**src/chd_pkg.sv**
```systemverilog
package chd_pkg;

	// Characters that steer the header and size-line parsing.
	localparam logic [7:0] CH_CR = 8'h0D;
	localparam logic [7:0] CH_LF = 8'h0A;
	localparam logic [7:0] CH_SP = 8'h20;
	localparam logic [7:0] CH_T  = 8'h54;

	// The header line that is removed, "Transfer-Encoding: chunked" CR LF.
	localparam int unsigned PAT_LEN = 28;
	localparam logic [4:0] PAT_LAST = 5'(PAT_LEN - 1);

	// Command queue between the parser and the result expander.
	localparam int unsigned Q_DEPTH = 4;
	localparam int unsigned Q_AW = $clog2(Q_DEPTH);
	localparam int unsigned Q_CW = $clog2(Q_DEPTH + 1);

	typedef enum logic [2:0] {
		PH_HEADER,
		PH_PASS,
		PH_SIZE,
		PH_DATA,
		PH_TRAIL,
		PH_DROP
	} phase_t;

	typedef struct packed {
		logic [7:0] in_byte;
		logic       in_last;
	} in_item_t;

	typedef struct packed {
		logic [7:0] out_byte;
		logic       byte_valid;
		logic       run_end;
		logic       stream_end;
		logic       size_error;
	} out_item_t;

	// One command describes every word that one input byte causes: a number
	// of held pattern bytes, then optionally the byte itself, then optionally
	// a marker word.
	typedef struct packed {
		logic [4:0] flush;
		logic       has_byte;
		logic [7:0] data;
		logic       mark;
		logic       err;
		logic       last;
		logic [4:0] total_m1;
	} cmd_t;

	// Byte i of the removed header line.
	function automatic logic [7:0] pat_byte(input logic [4:0] i);
		logic [7:0] r;
		unique case (i)
			5'd0:    r = "T";
			5'd1:    r = "r";
			5'd2:    r = "a";
			5'd3:    r = "n";
			5'd4:    r = "s";
			5'd5:    r = "f";
			5'd6:    r = "e";
			5'd7:    r = "r";
			5'd8:    r = "-";
			5'd9:    r = "E";
			5'd10:   r = "n";
			5'd11:   r = "c";
			5'd12:   r = "o";
			5'd13:   r = "d";
			5'd14:   r = "i";
			5'd15:   r = "n";
			5'd16:   r = "g";
			5'd17:   r = ":";
			5'd18:   r = " ";
			5'd19:   r = "c";
			5'd20:   r = "h";
			5'd21:   r = "u";
			5'd22:   r = "n";
			5'd23:   r = "k";
			5'd24:   r = "e";
			5'd25:   r = "d";
			5'd26:   r = CH_CR;
			5'd27:   r = CH_LF;
			default: r = 8'h00;
		endcase
		return r;
	endfunction

	// Hex digit decode: bit 4 says the byte is a digit, bits 3..0 its value.
	function automatic logic [4:0] hex_decode(input logic [7:0] b);
		logic [4:0] r;
		if (b >= "0" && b <= "9") begin
			r = {1'b1, 4'(b - 8'h30)};
		end else if (b >= "a" && b <= "f") begin
			r = {1'b1, 4'(b - 8'h57)};
		end else if (b >= "A" && b <= "F") begin
			r = {1'b1, 4'(b - 8'h37)};
		end else begin
			r = 5'd0;
		end
		return r;
	endfunction

endpackage

```
**src/chd_stream_if.sv**
```systemverilog
interface chd_stream_if #(
	parameter type T = logic [7:0]
) ();
	logic valid;
	logic ready;
	T     data;

	modport source(output valid, output data, input ready);
	modport sink(input valid, input data, output ready);
endinterface

```
**src/chd_back.sv**
```systemverilog
module chd_back (
	input  logic          clk,
	input  logic          arst_n,
	input  chd_pkg::cmd_t head,
	input  logic          head_valid,
	output logic          pop,
	chd_stream_if.source  clean
);

	logic [4:0]         pos_q;
	logic               ov_q;
	chd_pkg::out_item_t word_q;
	chd_pkg::out_item_t word;
	logic               emit;
	logic               final_word;

	assign emit       = head_valid && (!ov_q || clean.ready);
	assign final_word = (pos_q == head.total_m1);
	assign pop        = emit && final_word;

	assign clean.valid = ov_q;
	assign clean.data  = word_q;

	// Word at the current position of the head command.
	always_comb begin
		word = '0;
		if (pos_q < head.flush) begin
			word.out_byte   = chd_pkg::pat_byte(pos_q);
			word.byte_valid = 1'b1;
		end else if (pos_q == head.flush && head.has_byte) begin
			word.out_byte   = head.data;
			word.byte_valid = 1'b1;
		end else begin
			word.size_error = head.err;
		end
		word.run_end    = final_word;
		word.stream_end = final_word && head.last;
	end

	// Position within the command and output valid.
	always_ff @(posedge clk or negedge arst_n) begin
		if (!arst_n) begin
			pos_q <= 5'd0;
			ov_q  <= 1'b0;
		end else begin
			if (emit) begin
				pos_q <= final_word ? 5'd0 : pos_q + 5'd1;
			end
			if (emit) begin
				ov_q <= 1'b1;
			end else if (clean.ready) begin
				ov_q <= 1'b0;
			end
		end
	end

	// Output word register.
	always_ff @(posedge clk) begin
		if (emit) begin
			word_q <= word;
		end
	end

endmodule

```
**src/flat_wrapper.sv**
```systemverilog
// flat-port wrapper written by rule: the top's interface ports become plain ports
module chd_back_flat 
  (clk, arst_n, head, head_valid, pop, clean_valid, clean_data, clean_ready);
  chd_stream_if clean_i ();
  input  logic clk;
  input  logic arst_n;
  input  chd_pkg::cmd_t head;
  input  logic head_valid;
  output logic pop;
  output wire logic [$bits(clean_i.valid)-1:0] clean_valid;
  output wire logic [$bits(clean_i.data)-1:0] clean_data;
  input wire logic [$bits(clean_i.ready)-1:0] clean_ready;
  assign clean_valid = clean_i.valid;
  assign clean_data = clean_i.data;
  assign clean_i.ready = clean_ready;
  chd_back u_core (.clk(clk), .arst_n(arst_n), .head(head), .head_valid(head_valid), .pop(pop), .clean(clean_i));
endmodule
```
**config.mk**
```make
export PLATFORM = sky130hd
export DESIGN_NAME = chd_back_flat
export DESIGN_NICKNAME = d
export VERILOG_FILES = /design/src/chd_pkg.sv /design/src/chd_stream_if.sv /design/src/chd_back.sv /design/src/flat_wrapper.sv
export SDC_FILE = /design/constraint.sdc
export NUM_CORES = 1
export LEC_CHECK = 0
export BUFFER_PORTS_ARGS = -buffer_cell sky130_fd_sc_hd__buf_2
export CAP_MARGIN = 20
export CORE_ASPECT_RATIO = 0.9
export CORE_UTILIZATION = 25
export DETAILED_ROUTE_END_ITERATION = 12
export HOLD_SLACK_MARGIN = 0.02
export PLACE_DENSITY = 0.54
export SYNTH_ARGS = -nofsm -noshare
export SYNTH_HDL_FRONTEND = slang
export SYNTH_SLANG_ARGS = --single-unit
export TNS_END_PERCENT = 100
```
**constraint.sdc**
```tcl
create_clock -name clk -period 3.2 [get_ports clk]
set_input_delay 0.32 -clock clk [delete_from_list [all_inputs] [get_ports clk]]
set_output_delay 0.32 -clock clk [all_outputs]
set_load 0.01 [all_outputs]
```
==> results.yml <==
critical_path:
  cp_max_fo: 9
  crit_path_end_kind: "flip-flop"
  crit_required_ns: 3.29
  worstPathArrival_ns: 2.20
  path_class: "flip-flop to flip-flop"
  start_kind: "flip-flop"
floorplanning:
  die_area_um2: 4720
  start_util_pct: 26.6
  core_area_um2: 4180
  ios: 36
  rows: 22
  die_y_um: 65.3
  dieWidth_um: 72.3
layout:
  area_delta_synth_final_pct: 23.5
  fillers: 437
  drive_above_1_share_pct: 26.7
  fin_nets: 186
  regArea_um2: 390
  multiInputGateArea_um2: 644
  final_cell_area_um2: 1370
  diodes: 0
logic_synthesis:
  synth-edff-count: 8
  synth.ff_latch_count: 14
  yosys_warnings: 0
  synth-async-reset-ratio_pct: 42.9
  syn_nets: 154
  ys_types: 34
  synthTopCellsByCount: "16 x nand2_1, 13 x ha_1, 12 x inv_1"
  synth.most_common_cell: "nand2_1"
  yosysTopAreaCellShare_pct: 21.6
  netlist_area_um2: 1110
  synthTopCellsByArea: "edfxtp_1 22%, ha_1 15%, dfrtp_1 13%, mux4_2 6.1%, mux2i_1 5.4%"
  synth_seq_area_share_pct: 35.1
  syn_area_per_cell_um2: 9.67
  synth_top_cell_by_area: "edfxtp_1"
  ys.flop_type: "edfxtp_1"
  syn_inst: 115
pwr:
  p_sw_share_pct: 38.4
  power_density_nw_per_um2: 647
  combPwrFrac_pct: 45.5
  seq_power_share_pct: 35.5
  total_leakage_power_nw: 0.623
  p_int_mw: 0.548
  ir_drop_uv: 191
  clkPwrFrac_pct: 19.0
  switchingPower_mw: 0.342
global_route:
  grt_pass1_vias: 915
  grt_pass1_wl_um: 3910
  gr-total-overflow: 0
  grt-busiest-layer: "met2"
  use_met3_pct: 2.30
  grt_antenna_before_repair: 0
  global_route.usage.met1_pct: 13.3
  grtUsageTotal_pct: 10.5
  grt_max_degree: 22
  grt_util_met2_pct: 17.3
routing:
  drc: 0
  avgRoutedWirePerCell_um: 11.3
  drt_wl_total_um: 2320
  vias: 922
  drtIter0Drc: 31
  ant_nets: 0
  first_pass_iters: 4
  via_per_inst: 4.48
timing:
  min_period_ns: 2.11
  maxSlewViolCount: 0
  relSlewSlack_pct: 61.1
  worstMarginPinSlew_ns: 0.583
  fin_skew_ns: 0.00209
  setup_tns_ns: 0
  finalHoldViolCount: 0
  finalSetupViolations: 0
  fmax_ghz: 0.474
  rsz0062_at_grt: "false"
  period_share_pct: 66.0
clocking:
  cts.sinks: 14
  cts-htree-levels: 1
  cts_buffers: 3
  cts_tree: "built"
  cts.clk_slew.worst_paths_ns: 0.06
  worstSkewPairLatency_ns: 0.24
  clock_path_buffers: 2
  root_buffer: "clkbuf_8"
flow_run:
  max_cap_violations: 0
place:
  portBuffers: 30
  dp_hpwl_um: 1830
  place_area_um2: 1310
  gp_congestion: 0.769
worst_hold_path:
  min_path_type: "input port to flip-flop"
outcome:
  status: "complete, no violations"
==> worst max-delay path, cell delays in order, from the launching register on <==
cell	delay [ns]
dfrtp_1	0.54
inv_1	0.21
ha_1	0.39
nand2_1	0.10
o21ai_0	0.09
mux4_2	0.48
mux2i_1	0.14
==> final timing paths <==
| check | slack, ns | to | start | cells after the start |
|---|---|---|---|---|
| setup / recovery | 1.09 | u_core.clean.data[5] | u_core.pos_q[0] | 6 |
| hold / removal | 0.29 | u_core.clean.valid | head_valid | 2 |
| setup reg to reg | 1.09 | u_core.clean.data[5] | u_core.pos_q[0] | 6 |
| hold reg to reg | 0.52 | u_core.clean.valid | u_core.clean.valid | 2 |
| max in group asynchronous | 2.64 | u_core.pos_q[0] | arst_n | 2 |
| min in group asynchronous | 0.42 | u_core.clean.valid | arst_n | 2 |
==> per-layer routing <==
metal / wire [µm] / part of all wire, %
met5: 0 / 0
met4: 0 / 0
met3: 162 / 7.0
met2: 1050 / 45
met1: 1110 / 48
==> sequential cells by signal, indices dropped and copies added (netlist names) <==
register and flops:
u_core.clean.data 8, u_core.pos_q 5, u_core.clean.valid 1
==> cells in the final DEF (no fill, tap or decap), drive strengths merged, types with 2 or more instances in the layout <==
cell | Yosys | final
ha | 13 | 13
buf | 4 | 30
inv | 13 | 13
o211ai | 5 | 5
nand3b | 2 | 2
clkbuf | 0 | 4
nand2b | 2 | 2
nand3 | 5 | 5
dfrtp | 6 | 6
edfxtp | 8 | 8
nand2 | 16 | 16
mux2i | 6 | 6
mux4 | 3 | 3
o21ai | 5 | 5
a21oi | 4 | 4
nor2 | 5 | 5
xnor2 | 5 | 5
==> power groups by stage <==
stage | registers (mW) | logic (mW) | clock network (mW)
2_1_floorplan | 0.276 | 0.358 | 0
3_5_place_dp | 0.320 | 0.403 | 0
4_1_cts | 0.316 | 0.406 | 0.175
6_report | 0.316 | 0.404 | 0.169
5_1_grt | 0.325 | 0.462 | 0.183
3_3_place_gp | 0.319 | 0.390 | 0
==> area by class of cell <==
class | instances | area share (%)
Multi-Input combinational cell | 84 | 46.9
Sequential cell | 14 | 28.4
Timing Repair Buffer | 31 | 11.7
Tap cell | 60 | 5.46
Clock buffer | 4 | 4.01
Inverter | 13 | 3.55
==> stage by stage <==
stage               hold WS, ns  total power [mW]  util, %  setup WS, ns  instances
finish                    0.292             0.889     32.8          1.09        206
global route              0.303             0.970     32.8         0.880        206
CTS                       0.288             0.897     32.8          1.08        206
detailed placement        0.147             0.723     31.3          1.09        201
global placement          0.141             0.709     31.3          1.11        201
floorplan                0.0244             0.634        -          1.39        115
==> kinds of logic after synthesis <==
kind of cell,Yosys count,synth area share (%)
simple gates,36,15.4
xor+xnor,5,3.94
mux,9,11.5
flops,14,35.1
buf+inv,17,6.97
fa+ha+maj,13,14.6
compound gates,21,12.5
==> timing repair <==
| item | CTS | global route |
|---|---|---|
| resized for setup | 0 | 0 |
| hold buffers | 1 | 0 |
| hold endpoints to repair | 6 | 0 |
| buffers inserted | 0 | 0 |
(Power assumes the default switching activity.)
