File: config.mk
export PLATFORM = sky130hd
export DESIGN_NAME = chd_queue
export DESIGN_NICKNAME = d
export VERILOG_FILES = /design/src/chd_pkg.sv /design/src/chd_queue.sv
export SDC_FILE = /design/constraint.sdc
export NUM_CORES = 1
export LEC_CHECK = 0
export BUFFER_PORTS_ARGS = -buffer_cell sky130_fd_sc_hd__buf_4
export CELL_PAD_IN_SITES_DETAIL_PLACEMENT = 0
export CELL_PAD_IN_SITES_GLOBAL_PLACEMENT = 1
export CORE_MARGIN = 2
export CORE_UTILIZATION = 49
export DETAILED_ROUTE_END_ITERATION = 10
export PLACE_DENSITY_LB_ADDON = 0.15
export SYNTH_ARGS = -nofsm -noshare
export SYNTH_HDL_FRONTEND = slang
export SYNTH_SLANG_ARGS = --single-unit
File: constraint.sdc
create_clock -name clk -period 1.71 [get_ports clk]
set_input_delay 0.513 -clock clk [delete_from_list [all_inputs] [get_ports clk]]
set_output_delay 0.513 -clock clk [all_outputs]
set_load 0.01 [all_outputs]
File: src/chd_pkg.sv
package chd_pkg;

	// Characters that steer the header and size-line parsing.
	localparam logic [7:0] CH_CR = 8'h0D;
	localparam logic [7:0] CH_LF = 8'h0A;
	localparam logic [7:0] CH_SP = 8'h20;
	localparam logic [7:0] CH_T  = 8'h54;

	// The header line that is removed, "Transfer-Encoding: chunked" CR LF.
	localparam int unsigned PAT_LEN = 28;
	localparam logic [4:0] PAT_LAST = 5'(PAT_LEN - 1);

	// Command queue between the parser and the result expander.
	localparam int unsigned Q_DEPTH = 4;
	localparam int unsigned Q_AW = $clog2(Q_DEPTH);
	localparam int unsigned Q_CW = $clog2(Q_DEPTH + 1);

	typedef enum logic [2:0] {
		PH_HEADER,
		PH_PASS,
		PH_SIZE,
		PH_DATA,
		PH_TRAIL,
		PH_DROP
	} phase_t;

	typedef struct packed {
		logic [7:0] in_byte;
		logic       in_last;
	} in_item_t;

	typedef struct packed {
		logic [7:0] out_byte;
		logic       byte_valid;
		logic       run_end;
		logic       stream_end;
		logic       size_error;
	} out_item_t;

	// One command describes every word that one input byte causes: a number
	// of held pattern bytes, then optionally the byte itself, then optionally
	// a marker word.
	typedef struct packed {
		logic [4:0] flush;
		logic       has_byte;
		logic [7:0] data;
		logic       mark;
		logic       err;
		logic       last;
		logic [4:0] total_m1;
	} cmd_t;

	// Byte i of the removed header line.
	function automatic logic [7:0] pat_byte(input logic [4:0] i);
		logic [7:0] r;
		unique case (i)
			5'd0:    r = "T";
			5'd1:    r = "r";
			5'd2:    r = "a";
			5'd3:    r = "n";
			5'd4:    r = "s";
			5'd5:    r = "f";
			5'd6:    r = "e";
			5'd7:    r = "r";
			5'd8:    r = "-";
			5'd9:    r = "E";
			5'd10:   r = "n";
			5'd11:   r = "c";
			5'd12:   r = "o";
			5'd13:   r = "d";
			5'd14:   r = "i";
			5'd15:   r = "n";
			5'd16:   r = "g";
			5'd17:   r = ":";
			5'd18:   r = " ";
			5'd19:   r = "c";
			5'd20:   r = "h";
			5'd21:   r = "u";
			5'd22:   r = "n";
			5'd23:   r = "k";
			5'd24:   r = "e";
			5'd25:   r = "d";
			5'd26:   r = CH_CR;
			5'd27:   r = CH_LF;
			default: r = 8'h00;
		endcase
		return r;
	endfunction

	// Hex digit decode: bit 4 says the byte is a digit, bits 3..0 its value.
	function automatic logic [4:0] hex_decode(input logic [7:0] b);
		logic [4:0] r;
		if (b >= "0" && b <= "9") begin
			r = {1'b1, 4'(b - 8'h30)};
		end else if (b >= "a" && b <= "f") begin
			r = {1'b1, 4'(b - 8'h57)};
		end else if (b >= "A" && b <= "F") begin
			r = {1'b1, 4'(b - 8'h37)};
		end else begin
			r = 5'd0;
		end
		return r;
	endfunction

endpackage

File: src/chd_queue.sv
module chd_queue (
	input  logic          clk,
	input  logic          arst_n,
	input  logic          push,
	input  chd_pkg::cmd_t wdata,
	output logic          full,
	input  logic          pop,
	output chd_pkg::cmd_t head,
	output logic          head_valid
);

	chd_pkg::cmd_t                 entry_q [chd_pkg::Q_DEPTH];
	logic [chd_pkg::Q_AW-1:0]      wr_ptr_q, rd_ptr_q;
	logic [chd_pkg::Q_CW-1:0]      count_q;

	assign full       = (count_q == chd_pkg::Q_CW'(chd_pkg::Q_DEPTH));
	assign head_valid = (count_q != '0);
	assign head       = entry_q[rd_ptr_q];

	// Pointers and fill count.
	always_ff @(posedge clk or negedge arst_n) begin
		if (!arst_n) begin
			wr_ptr_q <= '0;
			rd_ptr_q <= '0;
			count_q  <= '0;
		end else begin
			if (push) begin
				wr_ptr_q <= wr_ptr_q + chd_pkg::Q_AW'(1);
			end
			if (pop) begin
				rd_ptr_q <= rd_ptr_q + chd_pkg::Q_AW'(1);
			end
			if (push && !pop) begin
				count_q <= count_q + chd_pkg::Q_CW'(1);
			end else if (pop && !push) begin
				count_q <= count_q - chd_pkg::Q_CW'(1);
			end
		end
	end

	// Command storage.
	always_ff @(posedge clk) begin
		if (push) begin
			entry_q[wr_ptr_q] <= wdata;
		end
	end

endmodule

==> results.yml, run 1 <==
floorplanning:
  std_cell_rows: 31
  die-area_sq_um: 8060
  start_util_pct: 50.3
  io-pin-count: 50
  coreArea_sq_um: 7180
  die_x_microns: 89.8
  die_y_microns: 89.8
min_path:
  min_from: "wdata[4]"
  hp-class: "in -> reg"
  min_to: "entry_q[0][4]"
  hold_depth: 1
final_layout:
  areaGrowthSynthToFinish_pct: 27.8
  layout_common_cells: "edfxtp_1, buf_4, buf_6"
  finalNonFillerCells: 329
  diodes: 0
  drive_gt1_share_pct: 48.7
  seqCellArea_sq_um: 2820
  fill_cells: 503
  multi_input_area_sq_um: 707
  nets: 257
  final_common_cell: "edfxtp_1"
global_routing:
  grt_max_degree: 23
  grt_pass1_vias: 1928
  gr-total-overflow: 0
  antenna_found_initial: 0
  grt_pass1_wl_microns: 9850
  grt.total_usage_pct: 16.3
synth:
  syn_area_sq_um: 3610
  synth_area_leader_cell: "edfxtp_1"
  ys_warn_count: 0
  synthTopCellsByArea: "edfxtp_1, mux4_2, dfrtp_1, mux4_1, ha_1"
  ys_seq_area_share_pct: 78.1
  syn_avg_cell_area_sq_um: 24.2
  synth_cell_types: 19
  synth_nets: 181
  synth_top_area_share_pct: 73.3
  ys_seq_elements: 95
  synth_cells: 149
clock_network:
  cts_buffers: 9
  h-tree-depth: 3
  clk_latency_ns: 0.35
  clk_path_buf_depth: 2
  cts-root-buf: "clkbuf_8"
  cts_sinks: 95
  tritoncts: "yes"
  path_clk_slew_ns: 0.09
setup_path:
  path_class: "reg -> out"
  worst_r2r_endpoint: "count_q[2]"
  end_kind: "output port"
  rrSetupSlack_ns: 0.12
  rr_worst_depth: 6
  arrival_ns: 1.67
  crit_path_start_kind: "register"
  r2r_start: "count_q[0]"
  required_ns: 1.20
  crit_fanout: 8
timing:
  rsz0062_at_grt: "yes"
  finalHoldViolCount: 0
  relSlewSlack_pct: 87.9
  timing.final.crit_share_pct: 127
  skew_ns: 0.00906
  fmaxAchievable_mhz: 459
  tightestPinTransition_ns: 0.181
  setup_viol: 23
  maxSlewViolCount: 0
  setup_slack_ns: -0.469
  fin_hold_ws_ns: 0.356
  min_period_ns: 2.18
power:
  leakage_nw: 1.65
  ir_drop_mv: 0.725
  powerDensity_nw_per_um2: 1700
detailed_routing:
  first_pass_iters: 4
  ant_nets: 0
  drc: 0
  wl_per_cell_microns: 18.4
  routed_wl_microns: 6050
  drt_iter0_markers: 83
  avgViaCountPerCell: 5.14
  num_vias: 1692
placement:
  portBuffers: 49
  dp.cells: 304
  preCtsSetupSlack_ns: -0.129
  hpwlAfterDp_microns: 3800
  place_congestion: 0.669
outcome:
  violations: "setup timing"
  outcome: "finished, violations left"
run:
  drv_cap: 0
==> state kept, by name, indices dropped and copies added (netlist names) <==
name / count
count_q: 3
entry_q: 88
rd_ptr_q: 2
wr_ptr_q: 2
==> what timing repair did <==
action,CTS,global route
cloned,1,0
setup buffers,3,5
endpoints found under the hold margin,7,0
hold buffers,1,0
pin swaps,1,2
resized for setup,20,15
endpoints found under the setup margin,23,24
==> cells by family after synthesis <==
logic type	count (synthesis)	share of synthesized area, %
multiplexers	23	14.5
XOR/XNOR	6	1.46
flip-flops	95	78.1
buffers and inverters	9	2.12
adder cells (fa/ha/maj)	6	2.29
AND/OR/NAND/NOR	9	1.39
AO/OA/AOI/OAI	1	0.139
==> synth_stat cells, drive strengths merged <==
library cell,count
ha,5
edfxtp,88
inv,4
buf,5
mux4,22
nand2,2
dfrtp,7
fa,1
xnor2,2
o21ai,1
nor2,1
xor2,4
nor3b,1
mux2,1
and2,4
or3,1
==> how the worst max path moves through the flow <==
stage | start | to | slack, ns
2_1_floorplan | rd_ptr_q[0] | head[10] | 0.08
3_3_place_gp | rd_ptr_q[0] | head[3] | -0.11
3_5_place_dp | rd_ptr_q[0] | head[3] | -0.13
4_1_cts | rd_ptr_q[0] | head[21] | -0.52
5_1_grt | rd_ptr_q[0] | head[6] | -0.51
6_report | rd_ptr_q[0] | head[3] | -0.47
==> layer usage <==
layer / part of all wire, % / vias to the layer above / track usage, %
met4: 1.7 / 0 / 7.95
met2: 55 / 51 / 28.3
met3: 4.0 / 10 / 3.35
met1: 39 / 864 / 19.5
met5: 0 / - / 0
li1: - / 767 / -
==> critical path: stages, from the launching register on <==
cell and delay (ns):
dfrtp_2 0.47, buf_12 0.17, mux4_2 0.54, buf_6 0.14
==> power by group <==
group / total (mW) / internal [mW] / switching [mW]
Sequential: 3.23 / 3.06 / 0.173
Combinational: 2.97 / 1.74 / 1.22
Clock: 1.62 / 0.843 / 0.782
Total: 7.83 / 5.65 / 2.18
==> stage by stage <==
stage	power (mW)	utilization, %	instance area (sq um)	setup TNS (ns)
2_1_floorplan	4.70	-	3610	0
3_3_place_gp	5.67	58.6	4200	-1.65
3_5_place_dp	5.77	58.6	4200	-2.21
4_1_cts	7.77	63.7	4570	-10.67
5_1_grt	8.20	64.2	4610	-10.72
6_report	7.83	64.2	4610	-9.54
==> cell type report <==
class	count	area share [%]
timing repair buffer	70	15.5
sequential	95	61.2
tap	99	2.69
clock buffer	9	2.69
multi-input combinational	45	15.3
inverter	4	0.326
clock inverter	7	2.28
No activity file was read; power rests on OpenSTA's default activity.
==> run 2: changes to the inputs <==
Settings changed: CORE_UTILIZATION 49 to 25.
==> results.yml, run 2 (synthesized netlist as in run 1, its figures left out) <==
timing:
  maxSlewViolCount: 0
  setup_viol: 23
  fmaxAchievable_mhz: 462
  skew_ns: 0.00701
  setup_slack_ns: -0.453
  rsz0062_at_grt: "yes"
  tightestPinTransition_ns: 0.169
  min_period_ns: 2.16
  finalHoldViolCount: 0
  timing.final.crit_share_pct: 126
  relSlewSlack_pct: 88.7
final_layout:
  areaGrowthSynthToFinish_pct: 31.1
  final_common_cell: "edfxtp_1"
  largest-register: "entry_q"
  largest_reg_flops: 88
  diodes: 0
  largest_registers: "entry_q: 88 flops, count_q: 3 flops"
  drive_gt1_share_pct: 46.9
  nets: 255
  layout_common_cells: "edfxtp_1, buf_4, buf_6"
  fill_cells: 1344
  finalNonFillerCells: 408
clock_network:
  h-tree-depth: 3
  cts-root-buf: "clkbuf_16"
  path_clk_slew_ns: 0.06
  clk_path_buf_depth: 2
  tritoncts: "yes"
  cts_sinks: 95
  cts_buffers: 9
  clk_latency_ns: 0.34
detailed_routing:
  ant_nets: 0
  first_pass_iters: 4
  drc: 0
  avgViaCountPerCell: 4.11
  wl_per_cell_microns: 16.9
  drt_iter0_markers: 94
  num_vias: 1676
  routed_wl_microns: 6890
power:
  ir_drop_mv: 0.439
  leakage_nw: 1.67
  powerDensity_nw_per_um2: 1690
setup_path:
  required_ns: 1.20
  rr_worst_depth: 5
  end_kind: "output port"
  path_class: "reg -> out"
  crit_fanout: 7
  crit_path_start_kind: "register"
  arrival_ns: 1.65
global_routing:
  grt_max_degree: 24
  antenna_found_initial: 0
  grt_pass1_wl_microns: 10700
  grt.total_usage_pct: 10.0
  grt_pass1_vias: 1865
  gr-total-overflow: 0
placement:
  portBuffers: 49
  hpwlAfterDp_microns: 4320
  place_congestion: 0.653
  dp.cells: 387
  preCtsSetupSlack_ns: -0.130
min_path:
  hp-class: "in -> reg"
  hold_depth: 1
floorplanning:
  die_y_microns: 124
  io-pin-count: 50
  std_cell_rows: 43
  start_util_pct: 25.8
  coreArea_sq_um: 14000
  die_x_microns: 124
  die-area_sq_um: 15400
outcome:
  outcome: "finished, violations left"
  violations: "setup timing"
run:
  drv_cap: 0
==> run 2: final timing paths <==
path                                   from            end  slack [ns]
max in group asynchronous            arst_n    rd_ptr_q[0]        1.06
worst min-delay path               wdata[1]  entry_q[0][1]        0.37
worst min register to register  wr_ptr_q[0]    wr_ptr_q[0]        0.54
worst max register to register   count_q[0]     count_q[2]        0.18
worst max-delay path            rd_ptr_q[0]       head[14]       -0.45
min in group asynchronous            arst_n     count_q[2]        0.51
==> run 2: final cells by class <==
class	count	area [sq um]	share of cell area (%)
Inverter	4	15.0	0.318
Timing Repair Buffer	68	698	14.8
Tap cell	180	225	4.77
Multi-Input combinational cell	45	702	14.9
Sequential cell	95	2820	59.7
Clock inverter	6	37.5	0.794
Clock buffer	10	229	4.85
==> run 2: report_power, final <==
group          switching, mW  internal [mW]  total [mW]  leakage, nW
Sequential             0.175           3.06        3.24        0.889
Clock                  0.824          0.979        1.80        0.136
Combinational           1.24           1.68        2.92        0.642
==> run 2: what timing repair did <==
action / in CTS / in global routing
buffers inserted: 4 / 1
endpoints found under the setup margin: 24 / 24
hold endpoints to repair: 7 / 0
hold buffers: 1 / 0
gates cloned: 1 / 0
resized for setup: 22 / 11
pin swaps: 1 / 0
==> run 2: per-layer routing <==
metal	track usage (%)	vias up	routed length, microns
met3	2.56	15	364
met5	0	-	0
met4	6.11	0	186
li1	-	760	-
met2	15.5	48	3250
met1	12.5	853	3090
==> run 2: worst max-delay path, stage by stage (launching register included) <==
cell and delay [ns]:
dfrtp_2 0.45, buf_12 0.17, mux4_2 0.54, buf_6 0.14
==> run 2: stage by stage <==
stage	utilization, %	hold WS (ns)	total power [mW]	instance area [sq um]	setup TNS, ns
final	33.8	0.367	7.96	4730	-9.35
after global routing	33.8	0.361	8.44	4730	-10.53
after CTS	33.7	0.353	8.11	4710	-10.60
after detailed placement	30.9	0.340	5.86	4320	-1.62
after global placement	30.9	0.341	5.85	4320	-1.43
after floorplan	-	0.217	4.70	3610	0
